**config.mk**
```make
export PLATFORM = sky130hd
export DESIGN_NAME = mse_muldiv
export DESIGN_NICKNAME = d
export VERILOG_FILES = /design/src/rtl/core/mse_pkg.sv /design/src/rtl/core/mse_muldiv.sv
export SDC_FILE = /design/constraint.sdc
export NUM_CORES = 1
export LEC_CHECK = 0
export ABC_AREA = 1
export BUFFER_PORTS_ARGS = -buffer_cell sky130_fd_sc_hd__buf_2
export CORE_MARGIN = 1
export CORE_UTILIZATION = 50
export CTS_CLUSTER_DIAMETER = 40
export DETAILED_ROUTE_END_ITERATION = 7
export HOLD_SLACK_MARGIN = 0.15
export PLACE_DENSITY = 0.77
export REMOVE_ABC_BUFFERS = 1
export SYNTH_ARGS = -nofsm -noshare
export SYNTH_HDL_FRONTEND = slang
export SYNTH_SLANG_ARGS = --single-unit
```
**constraint.sdc**
```tcl
create_clock -name clk -period 6.1 [get_ports clk]
set_clock_uncertainty 0.15 [all_clocks]
set_input_delay 0.61 -clock clk [delete_from_list [all_inputs] [get_ports clk]]
set_output_delay 0.61 -clock clk [all_outputs]
set_load 0.01 [all_outputs]
```
**src/rtl/core/mse_pkg.sv**
```systemverilog
// Package for the MIPS-I subset execute block: opcodes, functs, FSM states, muldiv request.
// No dependencies.
`default_nettype none
package mse_pkg;
  localparam logic [5:0] OP_SPECIAL = 6'd0, OP_REGIMM = 6'd1, OP_J = 6'd2, OP_JAL = 6'd3,
    OP_BEQ = 6'd4, OP_BNE = 6'd5, OP_BLEZ = 6'd6, OP_BGTZ = 6'd7, OP_ADDI = 6'd8,
    OP_ADDIU = 6'd9, OP_SLTI = 6'd10, OP_SLTIU = 6'd11, OP_ANDI = 6'd12, OP_ORI = 6'd13,
    OP_XORI = 6'd14, OP_LUI = 6'd15, OP_LB = 6'd32, OP_LH = 6'd33, OP_LW = 6'd35,
    OP_LBU = 6'd36, OP_LHU = 6'd37, OP_SB = 6'd40, OP_SH = 6'd41, OP_SW = 6'd43,
    OP_IN = 6'd50, OP_OUT = 6'd51;
  localparam logic [5:0] FN_SLL = 6'd0, FN_SRL = 6'd2, FN_SRA = 6'd3, FN_SLLV = 6'd4,
    FN_SRLV = 6'd6, FN_SRAV = 6'd7, FN_JR = 6'd8, FN_JALR = 6'd9, FN_MFHI = 6'd16,
    FN_MFLO = 6'd18, FN_MULT = 6'd24, FN_MULTU = 6'd25, FN_DIV = 6'd26, FN_DIVU = 6'd27,
    FN_ADD = 6'd32, FN_ADDU = 6'd33, FN_SUB = 6'd34, FN_SUBU = 6'd35, FN_AND = 6'd36,
    FN_OR = 6'd37, FN_XOR = 6'd38, FN_NOR = 6'd39, FN_SLT = 6'd42, FN_SLTU = 6'd43;
  typedef enum logic [2:0] {
    ST_CLEAR, ST_IDLE, ST_READ, ST_EXEC, ST_MUL, ST_DIV, ST_WB, ST_OUT
  } state_t;
  typedef struct packed {
    logic        start;
    logic        is_signed;
    logic [31:0] a;
    logic [31:0] b;
  } md_req_t;
endpackage
`default_nettype wire

```
**src/rtl/core/mse_muldiv.sv**
```systemverilog
// Iterative multiply/divide unit: one bit per cycle, 32 steps.
// Depends on mse_pkg.
`default_nettype none
module mse_muldiv
  import mse_pkg::*;
(
  input  wire logic        clk,
  input  wire logic        rst,
  input  wire md_req_t     req,
  input  wire logic        is_div,
  output logic             busy,
  output logic [31:0]      hi,
  output logic [31:0]      lo
);
  logic [5:0]  count;
  logic        div_mode, neg_q, neg_r;
  logic [31:0] mcand, acc_lo, rem;
  logic [31:0] acc_hi;
  logic [32:0] msum;
  logic [32:0] trial;
  logic [31:0] qn, rn;

  assign trial = {rem[31:0], acc_lo[31]} - {1'b0, mcand};
  assign msum = {1'b0, acc_hi} + (acc_lo[0] ? {1'b0, mcand} : 33'd0);
  assign qn = neg_q ? -acc_lo : acc_lo;
  assign rn = neg_r ? -rem : rem;

  always_ff @(posedge clk) begin
    if (rst) begin
      count <= '0;
    end else if (req.start) begin
      count <= 6'd32;
    end else if (count != 6'd0) begin
      count <= count - 6'd1;
    end
  end

  // Multiply: shift-add on magnitudes. Divide: restoring on magnitudes.
  always_ff @(posedge clk) begin
    if (req.start) begin
      div_mode <= is_div;
      neg_q <= req.is_signed & (req.a[31] ^ req.b[31]);
      neg_r <= req.is_signed & req.a[31];
      mcand <= (req.is_signed && req.b[31]) ? -req.b : req.b;
      acc_lo <= (req.is_signed && req.a[31]) ? -req.a : req.a;
      acc_hi <= '0;
      rem <= '0;
    end else if (count != 6'd0) begin
      if (div_mode) begin
        if (!trial[32]) begin
          rem <= trial[31:0];
          acc_lo <= {acc_lo[30:0], 1'b1};
        end else begin
          rem <= {rem[30:0], acc_lo[31]};
          acc_lo <= {acc_lo[30:0], 1'b0};
        end
      end else begin
        acc_hi <= msum[32:1];
        acc_lo <= {msum[0], acc_lo[31:1]};
      end
    end
  end

  // Multiply product is {acc_hi, acc_lo} after the last step.
  logic [63:0] prod, prod_s;
  assign prod = {acc_hi, acc_lo};
  assign prod_s = neg_q ? -prod : prod;
  assign busy = (count != 6'd0);
  assign hi = div_mode ? rn : prod_s[63:32];
  assign lo = div_mode ? qn : prod_s[31:0];
endmodule
`default_nettype wire

```
==> results of run 1 <==
final timing paths:
kind / startpoint / to / slack [ps] / cells past startpoint
max reg2reg: count[0]$_SDFFE_PP0N_ / rem[13]$_SDFFE_PP0P_ / 2260 / 9
max: neg_r$_DFFE_PP_ / hi[15] / 2090 / 7
min: is_div / div_mode$_DFFE_PP_ / 200 / 1
min reg2reg: count[3]$_SDFFE_PP0N_ / count[3]$_SDFFE_PP0N_ / 340 / 2
synth_stat cells, drive strengths merged (6+ instances only):
master / count
o21ai: 191
nor2: 284
o22ai: 6
ha: 70
o211ai: 11
nor4: 10
xor2: 76
xnor2: 9
clkinv: 6
buf: 26
o21bai: 8
nor3: 57
a21oi: 206
nand3b: 14
nand3: 216
nand4: 52
inv: 433
nand2: 694
edfxtp: 67
clkbuf: 42
or2: 12
o31ai: 9
dfxtp: 70
cell families after synthesis:
| kind of cell | after synthesis | synth area share |
|---|---|---|
| flops | 137 | 0.221 |
| xor+xnor | 85 | 0.0482 |
| compound gates | 454 | 0.159 |
| buf+inv | 507 | 0.128 |
| fa+ha+maj | 72 | 0.0594 |
| simple gates | 1345 | 0.384 |
sequential cells by signal, summed over array words and instances (netlist names):
signal    count
neg_q         1
mcand        32
acc_hi       32
div_mode      1
neg_r         1
acc_lo       32
rem          32
count         6
power by group through the flow:
stage	logic, uW	registers [uW]	clock network, uW
2_1_floorplan	2700	1480	0
3_3_place_gp	3800	1610	0
3_5_place_dp	3830	1610	0
4_1_cts	3850	1590	1070
5_1_grt	4350	1630	1100
6_report	3930	1610	1060
metal layers:
metal / global-route usage / vias up / wire, um
li1: - / 8614 / -
met1: 0.509 / 7960 / 25400
met2: 0.571 / 777 / 24700
met3: 0.0608 / 77 / 5350
met4: 0.102 / 0 / 1310
met5: 0 / - / 0
per-stage QoR:
step           setup WS [ps]  total power, uW  instance area [sq um]   util
6_report                2090             6600                  16900  0.563
2_1_floorplan           2620             4180                  15100      -
3_3_place_gp            2630             5410                  16300  0.543
3_5_place_dp            2470             5440                  16300  0.543
5_1_grt                 1900             7090                  16900  0.563
4_1_cts                 2200             6520                  16900  0.563
final cells by class:
cell class,count,area [sq um]
fillers,3106,13100
multi-input cells,1956,10000
flip-flops and latches,137,3410
inverters,439,1650
repair buffers,140,721
well taps,390,488
clock buffers,18,439
clock inverters,14,150
==> tab_implementation.tex, run 1 <==
\begin{tabular}{lr}
\hline
Metric & Value \\
\hline
\multicolumn{2}{l}{\textbf{Finish}} \\
Fraction of layout cells with a size suffix above 1 & 0.0984 \\
Non-filler cells, final & just over 3000 \\
Antenna diode count & 0 \\
Growth of design area from synthesis to finish & 9.50\% \\
Highest-count cells in the layout ignoring fill and taps & 672 x sky130\_fd\_sc\_hd\_\_nand2\_1, 421 x sky130\_fd\_sc\_hd\_\_inv\_1, 264 x sky130\_fd\_sc\_hd\_\_nor2\_1 \\
Layout net count & between 2000 and 3000 \\
Most frequent standard cell in the layout excluding fill and tap cells & sky130\_fd\_sc\_hd\_\_nand2\_1 \\
\multicolumn{2}{l}{\textbf{Yosys}} \\
Flip-flop cell with the highest count after synthesis & sky130\_fd\_sc\_hd\_\_dfxtp\_1 \\
Area of the mapped netlist & 15400 sq um \\
Number of register bits inferred by synthesis & $\sim$140 \\
Share of synthesized registers carrying an async set or reset & 0 \\
Synth warnings & 0 \\
Most area-hungry cell type in the Yosys netlist & sky130\_fd\_sc\_hd\_\_nand2\_1 \\
Mapped Cells & 2600 \\
Ranking of synthesized cells by area & sky130\_fd\_sc\_hd\_\_nand2\_1 16\%, sky130\_fd\_sc\_hd\_\_edfxtp\_1 13\%, sky130\_fd\_sc\_hd\_\_inv\_1 10\% \\
Unique cell type count in the Yosys netlist & 56 \\
Mapped Avg Cell Area & roughly 6 sq um \\
Seq/Total Area, Yosys & 0.221 \\
Top-area cell type share of the netlist area & 0.163 \\
Number of enable-type register cells in the synthesized netlist & 67 \\
\multicolumn{2}{l}{\textbf{GRT}} \\
Vias in the first global route & roughly 16000 \\
Maximum number of pins on one net before global-route repair & a little under 90 \\
Global-route wire length before repair & $\sim$87000 um \\
Initial antenna violation count & 0 \\
Global routing usage summed across all routing layers & 0.363 \\
Global-route congestion overflow total & 0 \\
\multicolumn{2}{l}{\textbf{Clocking}} \\
Num Clock Sinks & about 140 \\
Maximum root-to-sink buffer count & 2 \\
Clock root buffer & sky130\_fd\_sc\_hd\_\_clkbuf\_16 \\
Post-CTS setup-driven buffer insertion count & 0 \\
Total CTS buffers & 17 \\
TritonCTS clock tree & done \\
\# H-tree levels & 4 \\
Clock Latency Late Sink & $\sim$450 ps \\
PostCTS Resize Cnt & 0 \\
Reg clk slew, reported paths & 70 ps \\
Cts hold-fix bufs & 0 \\
\multicolumn{2}{l}{\textbf{Power}} \\
Switching power total & between 3000 and 4000 uW \\
Seq pwr share & 0.244 \\
Pint & between 3000 and 4000 uW \\
Leakage & $\sim$0.0086 uW \\
Power per cell area & between 300 and 400 nW/um\^{}2 \\
Switching fraction of total power & 0.539 \\
Share of total power in the clock network & 0.161 \\
Share of power burned in combinational logic & 0.595 \\
Largest vdd supply drop & approximately 0.21 mV \\
\multicolumn{2}{l}{\textbf{Floorplanning}} \\
Floorplan die height & about 180 um \\
Number of cell rows & 63 \\
Full die area & between 30000 and 40000 sq um \\
Std-Cell Core Area & 30000 sq um \\
Top Ports & 134 \\
Initial core utilization & 0.514 \\
DIE WIDTH & 178 um \\
\multicolumn{2}{l}{\textbf{Critical path}} \\
Crit path capture type & output port \\
Critical Path RT & 5340 ps \\
Maximum single-stage delay on the critical path & around 940 ps \\
Worst path slowest cell & sky130\_fd\_sc\_hd\_\_edfxtp\_1 \\
WP buf/inv & 2 \\
Gate family responsible for the most delay along the worst path & buffers and inverters \\
Crit path top cell by count & sky130\_fd\_sc\_hd\_\_nand2\_1 \\
Cells along the critical path & clkinv\_1 > nor2\_1 > a21oi\_1 > nand2\_1 > nand2\_1 > o22ai\_1 > buf\_2 \\
Startpoint kind of the worst setup timing path & flip-flop \\
Critical setup path kind & flip-flop to output port \\
Crit path DAT & around 3300 ps \\
Biggest fanout along the worst timing path & 28 \\
\multicolumn{2}{l}{\textbf{Status}} \\
Run status & finished clean \\
\multicolumn{2}{l}{\textbf{Detailed routing}} \\
Total Routed Length & approximately 57000 um \\
Initial detailed-routing violation count & about 1900 \\
Post-route DRC & 0 \\
Detailed-route via count & roughly 17000 \\
Routed wire length per instance & between 15 and 20 um \\
Mean number of vias per cell & around 5.6 \\
1st-pass router iterations & 7 \\
Number of nets still failing antenna checks after routing & 0 \\
\multicolumn{2}{l}{\textbf{Timing}} \\
Slew at the pin closest to its max-slew limit & $\sim$1300 ps \\
FMAX & roughly 250 MHz \\
Unrepaired setup endpoints after global routing & no \\
Max-slew headroom at the worst pin & 0.121 \\
Setup-violating endpoint count in the final report & 0 \\
Worst Hold Margin & 204 ps \\
Final TNS setup & 0 ps \\
Final max-slew violation count & 0 \\
Period utilization & 0.657 \\
Final hold violation count & 0 \\
Min Clock Period, post-route & 4010 ps \\
\multicolumn{2}{l}{\textbf{Placement}} \\
Post-DP HPWL & $\sim$46000 um \\
Placer Congestion & between 1 and 1.5 \\
Dpl cells & 3062 \\
IO Port Bufs & between 100 and 150 \\
\multicolumn{2}{l}{\textbf{Run}} \\
Number of max-cap violations & 0 \\
\multicolumn{2}{l}{\textbf{Min path}} \\
Min-delay worst type & input port to flip-flop \\
\hline
\end{tabular}
No activity file was read; power rests on OpenSTA's default activity.
==> inputs of run 2 (changes only) <==
Clock period 6.1 ns to 3.9 ns, I/O delays scaled along.
==> run 2 against run 1 <==
Against the previous run:
- first-iteration DRC count rose by 6.3%
- register-to-register slack worse by 1500 ps
- wire length up 5.0%
- die area stayed put
- worst hold slack got worse by 42 ps
- power grew 60%
- sequential power increased by 57%
- clock power is 61% higher
- setup slack lost 1900 ps
- sequential share of layout area down 0.41 points
- utilization up 1.2 points
- sequential cell count did not move
- critical endpoint is now hi[10]
- largest power group unchanged
- highest routed layer unchanged
==> tab_implementation.tex, run 2 (synthesis results as in run 1) <==
\begin{tabular}{lr}
\hline
Metric & Value \\
\hline
\multicolumn{2}{l}{\textbf{Floorplanning}} \\
Initial core utilization & 0.514 (unchanged) \\
Floorplan die height & 178 um (unchanged) \\
Std-Cell Core Area & 30000 sq um (unchanged) \\
Full die area & 31600 sq um (unchanged) \\
Number of cell rows & 63 (unchanged) \\
DIE WIDTH & 178 um (unchanged) \\
Top Ports & 134 (unchanged) \\
\multicolumn{2}{l}{\textbf{Power}} \\
Leakage & 0.00877 uW (+2.0\%) \\
Power per cell area & 614 nW/um\^{}2 (+57\%) \\
Total power after layout & 10600 uW (+60\%) \\
Largest vdd supply drop & 0.394 mV (+86\%) \\
\multicolumn{2}{l}{\textbf{Critical path}} \\
Crit path top cell by count & sky130\_fd\_sc\_hd\_\_nand2\_1 \\
Crit path DAT & 3140 ps (-110 ps) \\
Critical Path RT & 3360 ps (-1980 ps) \\
Critical setup path kind & flip-flop to output port \\
WP buf/inv & 2 (unchanged) \\
Biggest fanout along the worst timing path & 5 (-82\%) \\
Startpoint kind of the worst setup timing path & flip-flop \\
Cells along the critical path & inv\_1 > ha\_1 > nand3\_2 > nor2\_2 > nand2\_1 > nor2\_2 > nand3\_2 > o21ai\_2 > nand2\_1 > o21ai\_1 > nand3\_1 > nand2\_1 > buf\_2 \\
Worst path slowest cell & sky130\_fd\_sc\_hd\_\_edfxtp\_1 \\
Crit path capture type & output port \\
Maximum single-stage delay on the critical path & 370 ps (-570 ps) \\
Gate family responsible for the most delay along the worst path & simple AND/OR/NAND/NOR gates \\
\multicolumn{2}{l}{\textbf{Clocking}} \\
Num Clock Sinks & 137 (unchanged) \\
Clock Latency Late Sink & 460 ps (about the same) \\
Cts hold-fix bufs & 24 (+24) \\
Maximum root-to-sink buffer count & 2 (unchanged) \\
\# H-tree levels & 4 (unchanged) \\
Post-CTS setup-driven buffer insertion count & 0 (unchanged) \\
Total CTS buffers & 17 (unchanged) \\
Clock root buffer & sky130\_fd\_sc\_hd\_\_clkbuf\_16 \\
PostCTS Resize Cnt & 0 (unchanged) \\
TritonCTS clock tree & done \\
Reg clk slew, reported paths & 70 ps (about the same) \\
\multicolumn{2}{l}{\textbf{Placement}} \\
Placer Congestion & 1.08 (+6.3\%) \\
IO Port Bufs & 133 (unchanged) \\
Total cell area at the placement stage & 16400 sq um (+0.69\%) \\
Post-DP HPWL & 48100 um (+3.5\%) \\
Dpl cells & 3077 (+0.49\%) \\
\multicolumn{2}{l}{\textbf{Finish}} \\
Area occupied by registers & 3410 sq um (unchanged) \\
Growth of design area from synthesis to finish & 11.8\% \\
Most frequent standard cell in the layout excluding fill and tap cells & sky130\_fd\_sc\_hd\_\_nand2\_1 \\
Filler Cell Count & 3048 (-1.9\%) \\
Non-filler cells, final & 3133 (+1.3\%) \\
Antenna diode count & 0 (unchanged) \\
Final design utilization & 0.574 (+0.0117) \\
Highest-count cells in the layout ignoring fill and taps & 672 x sky130\_fd\_sc\_hd\_\_nand2\_1, 421 x sky130\_fd\_sc\_hd\_\_inv\_1, 264 x sky130\_fd\_sc\_hd\_\_nor2\_1 \\
Layout Cell Area excl Fill & 17200 sq um (+2.1\%) \\
Area of the multi-input gates & 10000 sq um (unchanged) \\
Fraction of layout cells with a size suffix above 1 & 0.102 (+0.00371) \\
Layout net count & 2871 (+1.4\%) \\
\multicolumn{2}{l}{\textbf{GRT}} \\
Global-route congestion overflow total & 0 (unchanged) \\
Global routing usage summed across all routing layers & 0.379 (+0.0153) \\
Global routing's busiest layer & met2 \\
M1 GR Usage & 0.520 (+0.0104) \\
Initial antenna violation count & 1 (+1) \\
Met3 usage in global routing & 0.0641 (+0.00321) \\
Global-route wire length before repair & 90200 um (+4.2\%) \\
Met2 Track Usage GR & 0.593 (+0.0225) \\
Maximum number of pins on one net before global-route repair & 84 (-4.5\%) \\
Vias in the first global route & 16154 (+2.2\%) \\
\multicolumn{2}{l}{\textbf{Detailed routing}} \\
Number of nets still failing antenna checks after routing & 0 (unchanged) \\
Detailed-route via count & 17885 (+2.6\%) \\
Initial detailed-routing violation count & 2046 (+6.3\%) \\
1st-pass router iterations & 6 (-1) \\
Total Routed Length & 59600 um (+5.0\%) \\
Mean number of vias per cell & 5.71 (+1.3\%) \\
Post-route DRC & 0 (unchanged) \\
Routed wire length per instance & 19.0 um (+3.7\%) \\
\multicolumn{2}{l}{\textbf{Timing}} \\
Final max-slew violation count & 0 (unchanged) \\
FMAX & about 270 MHz \\
Unrepaired setup endpoints after global routing & no \\
Min Clock Period, post-route & 3680 ps \\
Max-slew headroom at the worst pin & 0.404 (+0.283) \\
Setup-violating endpoint count in the final report & 0 (unchanged) \\
Final hold violation count & 0 (unchanged) \\
Slew at the pin closest to its max-slew limit & 887 ps (-419 ps) \\
Final TNS setup & 0 ps (unchanged) \\
Period utilization & 0.944 \\
\multicolumn{2}{l}{\textbf{Status}} \\
Run status & finished clean \\
\multicolumn{2}{l}{\textbf{Min path}} \\
Min-delay worst type & input port to flip-flop \\
\multicolumn{2}{l}{\textbf{Run}} \\
Number of max-cap violations & 0 (unchanged) \\
\hline
\end{tabular}
==> run 2: cell count changes in the layout (fill, tap and decap cells not counted) <==
cell	change
sky130_fd_sc_hd__buf_4	+15
sky130_fd_sc_hd__dlygate4sd3_1	+24
sky130_fd_sc_hd__clkinv_2	+1
sky130_fd_sc_hd__clkbuf_8	-1
sky130_fd_sc_hd__clkinv_4	-2
sky130_fd_sc_hd__inv_6	+2
sky130_fd_sc_hd__clkinv_8	-1
sky130_fd_sc_hd__bufinv_16	+1
sky130_fd_sc_hd__clkbuf_1	+1
sky130_fd_sc_hd__inv_8	-1
==> run 2: tightest hold or removal path, stage by stage <==
cell and delay (ps):
sky130_fd_sc_hd__buf_2 80, sky130_fd_sc_hd__inv_2 40, sky130_fd_sc_hd__o21ai_0 150
==> run 2: path summary, 6_finish.rpt <==
check | start | to | slack (ps) | cells past startpoint
max | acc_lo[1]$_DFFE_PP_ | hi[10] | 220 | 13
min | req[1] | mcand[1]$_DFFE_PP_ | 160 | 3
max reg2reg | acc_lo[0]$_DFFE_PP_ | acc_hi[29]$_SDFFE_PP0P_ | 730 | 15
min reg2reg | count[4]$_SDFFE_PP0N_ | count[4]$_SDFFE_PP0N_ | 340 | 2
==> run 2: per-layer routing <==
metal | wire [um] | share of wire
met5 | 0 | 0
met4 | 2020 | 0.034
met3 | 5140 | 0.086
met2 | 26000 | 0.44
met1 | 26500 | 0.44
==> run 2: per-stage QoR <==
stage / setup slack, ps / hold slack [ps]
2_1_floorplan: 417 / 301
3_3_place_gp: 837 / 313
3_5_place_dp: 817 / 331
4_1_cts: 299 / 152
5_1_grt: 59.8 / 167
6_report: 217 / 162
==> run 2: where the power goes <==
group | leakage (uW) | switching (uW) | internal [uW]
clock | 0.000291 | 797 | 911
sequential | 0.00125 | 575 | 1940
combinational | 0.00722 | 4370 | 1990
==> run 2: layout make-up <==
class,instances,share of cell area
Clock buffer,18,0.0249
Clock inverter,14,0.00914
Inverter,439,0.0956
Multi-Input combinational cell,1956,0.582
Sequential cell,137,0.198
Tap cell,390,0.0283
Timing Repair Buffer,179,0.0623
==> inputs of run 3 (changes only) <==
--- a/config.mk
+++ b/config.mk
@@ -13,5 +13,7 @@
 export DETAILED_ROUTE_END_ITERATION = 7
 export HOLD_SLACK_MARGIN = 0.15
+export MAX_ROUTING_LAYER = met4
 export PLACE_DENSITY = 0.77
+export RECOVER_POWER = 25
 export REMOVE_ABC_BUFFERS = 1
 export SYNTH_ARGS = -nofsm -noshare
==> constraint.sdc (replaced) <==
create_clock -name clk -period 3.9 [get_ports clk]
set_clock_uncertainty 0.15 [all_clocks]
set_input_delay 0.585 -clock clk [delete_from_list [all_inputs] [get_ports clk]]
set_output_delay 0.585 -clock clk [all_outputs]
set_load 0.01 [all_outputs]
==> run 3 against run 2 <==
Against the previous run:
- the run now ends with capacitance limit, slew limit left
- critical endpoint unchanged
- power is 1.6% lower
- combinational power is 2% lower
- clock-buffer cell count is 1 lower
- non-clock buffer count is 24 lower
- wire length is 7.6% lower
- sequential cell count stayed put
- fmax is 1.9% lower
- sequential power is 2% lower
- via count is 1.4% lower
- critical path depth stayed put
- worst hold slack better by 38 ps
==> tab_implementation.tex, run 3 (synthesis results as in run 1) <==
\begin{tabular}{lr}
\hline
Metric & Value \\
\hline
\multicolumn{2}{l}{\textbf{Status}} \\
Run status & finished with violations \\
Violated checks & capacitance limit, slew limit \\
\multicolumn{2}{l}{\textbf{Finish}} \\
Growth of design area from synthesis to finish & 10.3\% \\
Highest-count cells in the layout ignoring fill and taps & 672 x sky130\_fd\_sc\_hd\_\_nand2\_1, 421 x sky130\_fd\_sc\_hd\_\_inv\_1, 264 x sky130\_fd\_sc\_hd\_\_nor2\_1 \\
Most frequent standard cell in the layout excluding fill and tap cells & sky130\_fd\_sc\_hd\_\_nand2\_1 \\
Fraction of layout cells with a size suffix above 1 & 0.100 (-0.00204) \\
Non-filler cells, final & 3109 (-0.77\%) \\
Area of the multi-input gates & 10000 sq um (about the same) \\
Filler Cell Count & 3064 (+0.52\%) \\
Antenna diode count & 0 (unchanged) \\
Layout net count & 2847 (-0.84\%) \\
Area occupied by registers & 3410 sq um (unchanged) \\
\multicolumn{2}{l}{\textbf{Placement}} \\
Placer Congestion & 1.13 (+5.1\%) \\
Post-DP HPWL & 44700 um (-7.1\%) \\
IO Port Bufs & 133 (unchanged) \\
Dpl cells & 3076 (-0.032\%) \\
\multicolumn{2}{l}{\textbf{Clocking}} \\
Num Clock Sinks & 137 (unchanged) \\
Reg clk slew, reported paths & 80 ps (about the same) \\
PostCTS Resize Cnt & 0 (unchanged) \\
Cts hold-fix bufs & 1 (-96\%) \\
Post-CTS setup-driven buffer insertion count & 0 (unchanged) \\
Clock root buffer & sky130\_fd\_sc\_hd\_\_clkbuf\_16 \\
TritonCTS clock tree & done \\
Maximum root-to-sink buffer count & 2 (unchanged) \\
\# H-tree levels & 4 (unchanged) \\
Clock Latency Late Sink & 470 ps (about the same) \\
Total CTS buffers & 17 (unchanged) \\
\multicolumn{2}{l}{\textbf{GRT}} \\
Global-route congestion overflow total & 0 (unchanged) \\
Global routing usage summed across all routing layers & 0.363 (-0.0160) \\
Initial antenna violation count & 0 (-1) \\
Global-route wire length before repair & 85200 um (-5.5\%) \\
Maximum number of pins on one net before global-route repair & 62 (-26\%) \\
Vias in the first global route & 16021 (-0.82\%) \\
\multicolumn{2}{l}{\textbf{Critical path}} \\
Worst setup path endpoint & hi[10] \\
Biggest fanout along the worst timing path & 7 (+2) \\
Critical setup path kind & flip-flop to output port \\
Worst R2R Start & acc\_lo[0]\$\_DFFE\_PP\_ \\
Reg-to-reg critical path endpoint & acc\_hi[16]\$\_SDFFE\_PP0P\_ \\
Critical Path RT & 3160 ps (-200 ps) \\
Crit path DAT & 3020 ps (-120 ps) \\
Worst setup path start & acc\_lo[0]\$\_DFFE\_PP\_ \\
Worst r2r path cells & 13 (-2) \\
Crit path capture type & output port \\
Startpoint kind of the worst setup timing path & flip-flop \\
Setup slack of the most critical reg-to-reg path & 520 ps (-210 ps) \\
\multicolumn{2}{l}{\textbf{Floorplanning}} \\
Initial core utilization & 0.514 (unchanged) \\
Floorplan die height & 178 um (unchanged) \\
Number of cell rows & 63 (unchanged) \\
Top Ports & 134 (unchanged) \\
Std-Cell Core Area & 30000 sq um (unchanged) \\
DIE WIDTH & 178 um (unchanged) \\
Full die area & 31600 sq um (unchanged) \\
\multicolumn{2}{l}{\textbf{Detailed routing}} \\
Wire length the detailed router placed on met1 & 23200 um (-12\%) \\
Initial detailed-routing violation count & 1824 (-11\%) \\
1st-pass router iterations & 6 (unchanged) \\
Number of nets still failing antenna checks after routing & 0 (unchanged) \\
Routed length on met3 & 6090 um (+18\%) \\
Detail Route met2 WL & 24000 um (-7.6\%) \\
Total Routed Length & 55100 um (-7.6\%) \\
Mean number of vias per cell & 5.67 (-0.63\%) \\
Post-route DRC & 0 (unchanged) \\
Routed wire length per instance & 17.7 um (-6.8\%) \\
Detailed-route via count & 17637 (-1.4\%) \\
Uppermost layer routed & met4 \\
\multicolumn{2}{l}{\textbf{Timing}} \\
Final hold violation count & 0 (unchanged) \\
Setup-violating endpoint count in the final report & 0 (unchanged) \\
Final TNS setup & 0 ps (unchanged) \\
Final max-slew violation count & 54 (+54) \\
Unrepaired setup endpoints after global routing & no \\
Period utilization & 0.963 (+0.0182) \\
Max-slew headroom at the worst pin & -0.786 (-1.19) \\
FMAX & 266 MHz (-1.9\%) \\
Slew at the pin closest to its max-slew limit & 2680 ps (+1790 ps) \\
Min Clock Period, post-route & 3750 ps (+71.2 ps) \\
\multicolumn{2}{l}{\textbf{Min path}} \\
Min-delay worst type & input port to flip-flop \\
\multicolumn{2}{l}{\textbf{Power}} \\
Largest vdd supply drop & 0.411 mV (+4.5\%) \\
Power per cell area & 612 nW/um\^{}2 (-0.27\%) \\
Leakage & 0.00865 uW (-1.3\%) \\
\multicolumn{2}{l}{\textbf{Run}} \\
Number of max-cap violations & 1 (+1) \\
\hline
\end{tabular}
## run 3: cell types whose count changed in the layout (fill, tap and decap cells not counted), sizes merged
cell	previous run	this run
dlygate4sd3	24	1
inv	442	439
clkinv	10	15
buf	155	145
clkbuf	18	26
bufinv	1	0
## run 3: worst min path at each step
| stage | start | endpoint | cells past startpoint | slack, ps |
|---|---|---|---|---|
| finish | req[0] | mcand[0]$_DFFE_PP_ | 1 | 200 |
| global route | req[0] | mcand[0]$_DFFE_PP_ | 1 | 220 |
| CTS | req[0] | mcand[0]$_DFFE_PP_ | 1 | 150 |
| detailed placement | count[3]$_SDFFE_PP0N_ | count[3]$_SDFFE_PP0N_ | 2 | 330 |
| global placement | count[4]$_SDFFE_PP0N_ | count[4]$_SDFFE_PP0N_ | 2 | 310 |
| floorplan | count[4]$_SDFFE_PP0N_ | count[4]$_SDFFE_PP0N_ | 2 | 300 |
## run 3: final cells by class
type	instances	area share
inverters	439	0.0968
clock inverters	15	0.0115
flip-flops and latches	137	0.201
multi-input cells	1956	0.589
clock buffers	17	0.0250
well taps	390	0.0287
repair buffers	155	0.0480
## run 3: per-layer routing
| layer | GRT usage | up-vias |
|---|---|---|
| li1 | - | 8663 |
| met1 | 0.471 | 7970 |
| met2 | 0.550 | 890 |
| met3 | 0.0720 | 114 |
| met4 | 0.145 | 0 |
| met5 | - | - |
## run 3: report_power, final
part,total (uW),switching (uW),leakage [uW],internal [uW]
Sequential,2480,542,0.00125,1940
Combinational,6220,4250,0.00710,1970
Clock,1710,842,0.000299,871
## run 3: per-stage QoR
stage               total power (uW)  area [sq um]  hold slack, ps  setup slack, ps  utilization
CTS                            10300         17000             155              193        0.567
finish                         10400         17000             200              145        0.567
global route                   11200         17000             219             18.2        0.567
detailed placement              8510         16400             328              672        0.546
global placement                8450         16400             311              644        0.546
floorplan                       6540         15100             301              417            -
## run 3: worst max-delay path, stage by stage, from the launching register on
cell	delay, ps
sky130_fd_sc_hd__edfxtp_1	530
sky130_fd_sc_hd__inv_2	120
sky130_fd_sc_hd__ha_1	250
sky130_fd_sc_hd__nand3_2	120
sky130_fd_sc_hd__nor2_2	170
sky130_fd_sc_hd__nand2_1	110
sky130_fd_sc_hd__nor2_2	120
sky130_fd_sc_hd__nand3_2	120
sky130_fd_sc_hd__o21ai_2	200
sky130_fd_sc_hd__nand2_1	160
sky130_fd_sc_hd__o21ai_1	150
sky130_fd_sc_hd__nand3_1	90
sky130_fd_sc_hd__nand2_1	200
sky130_fd_sc_hd__buf_2	170
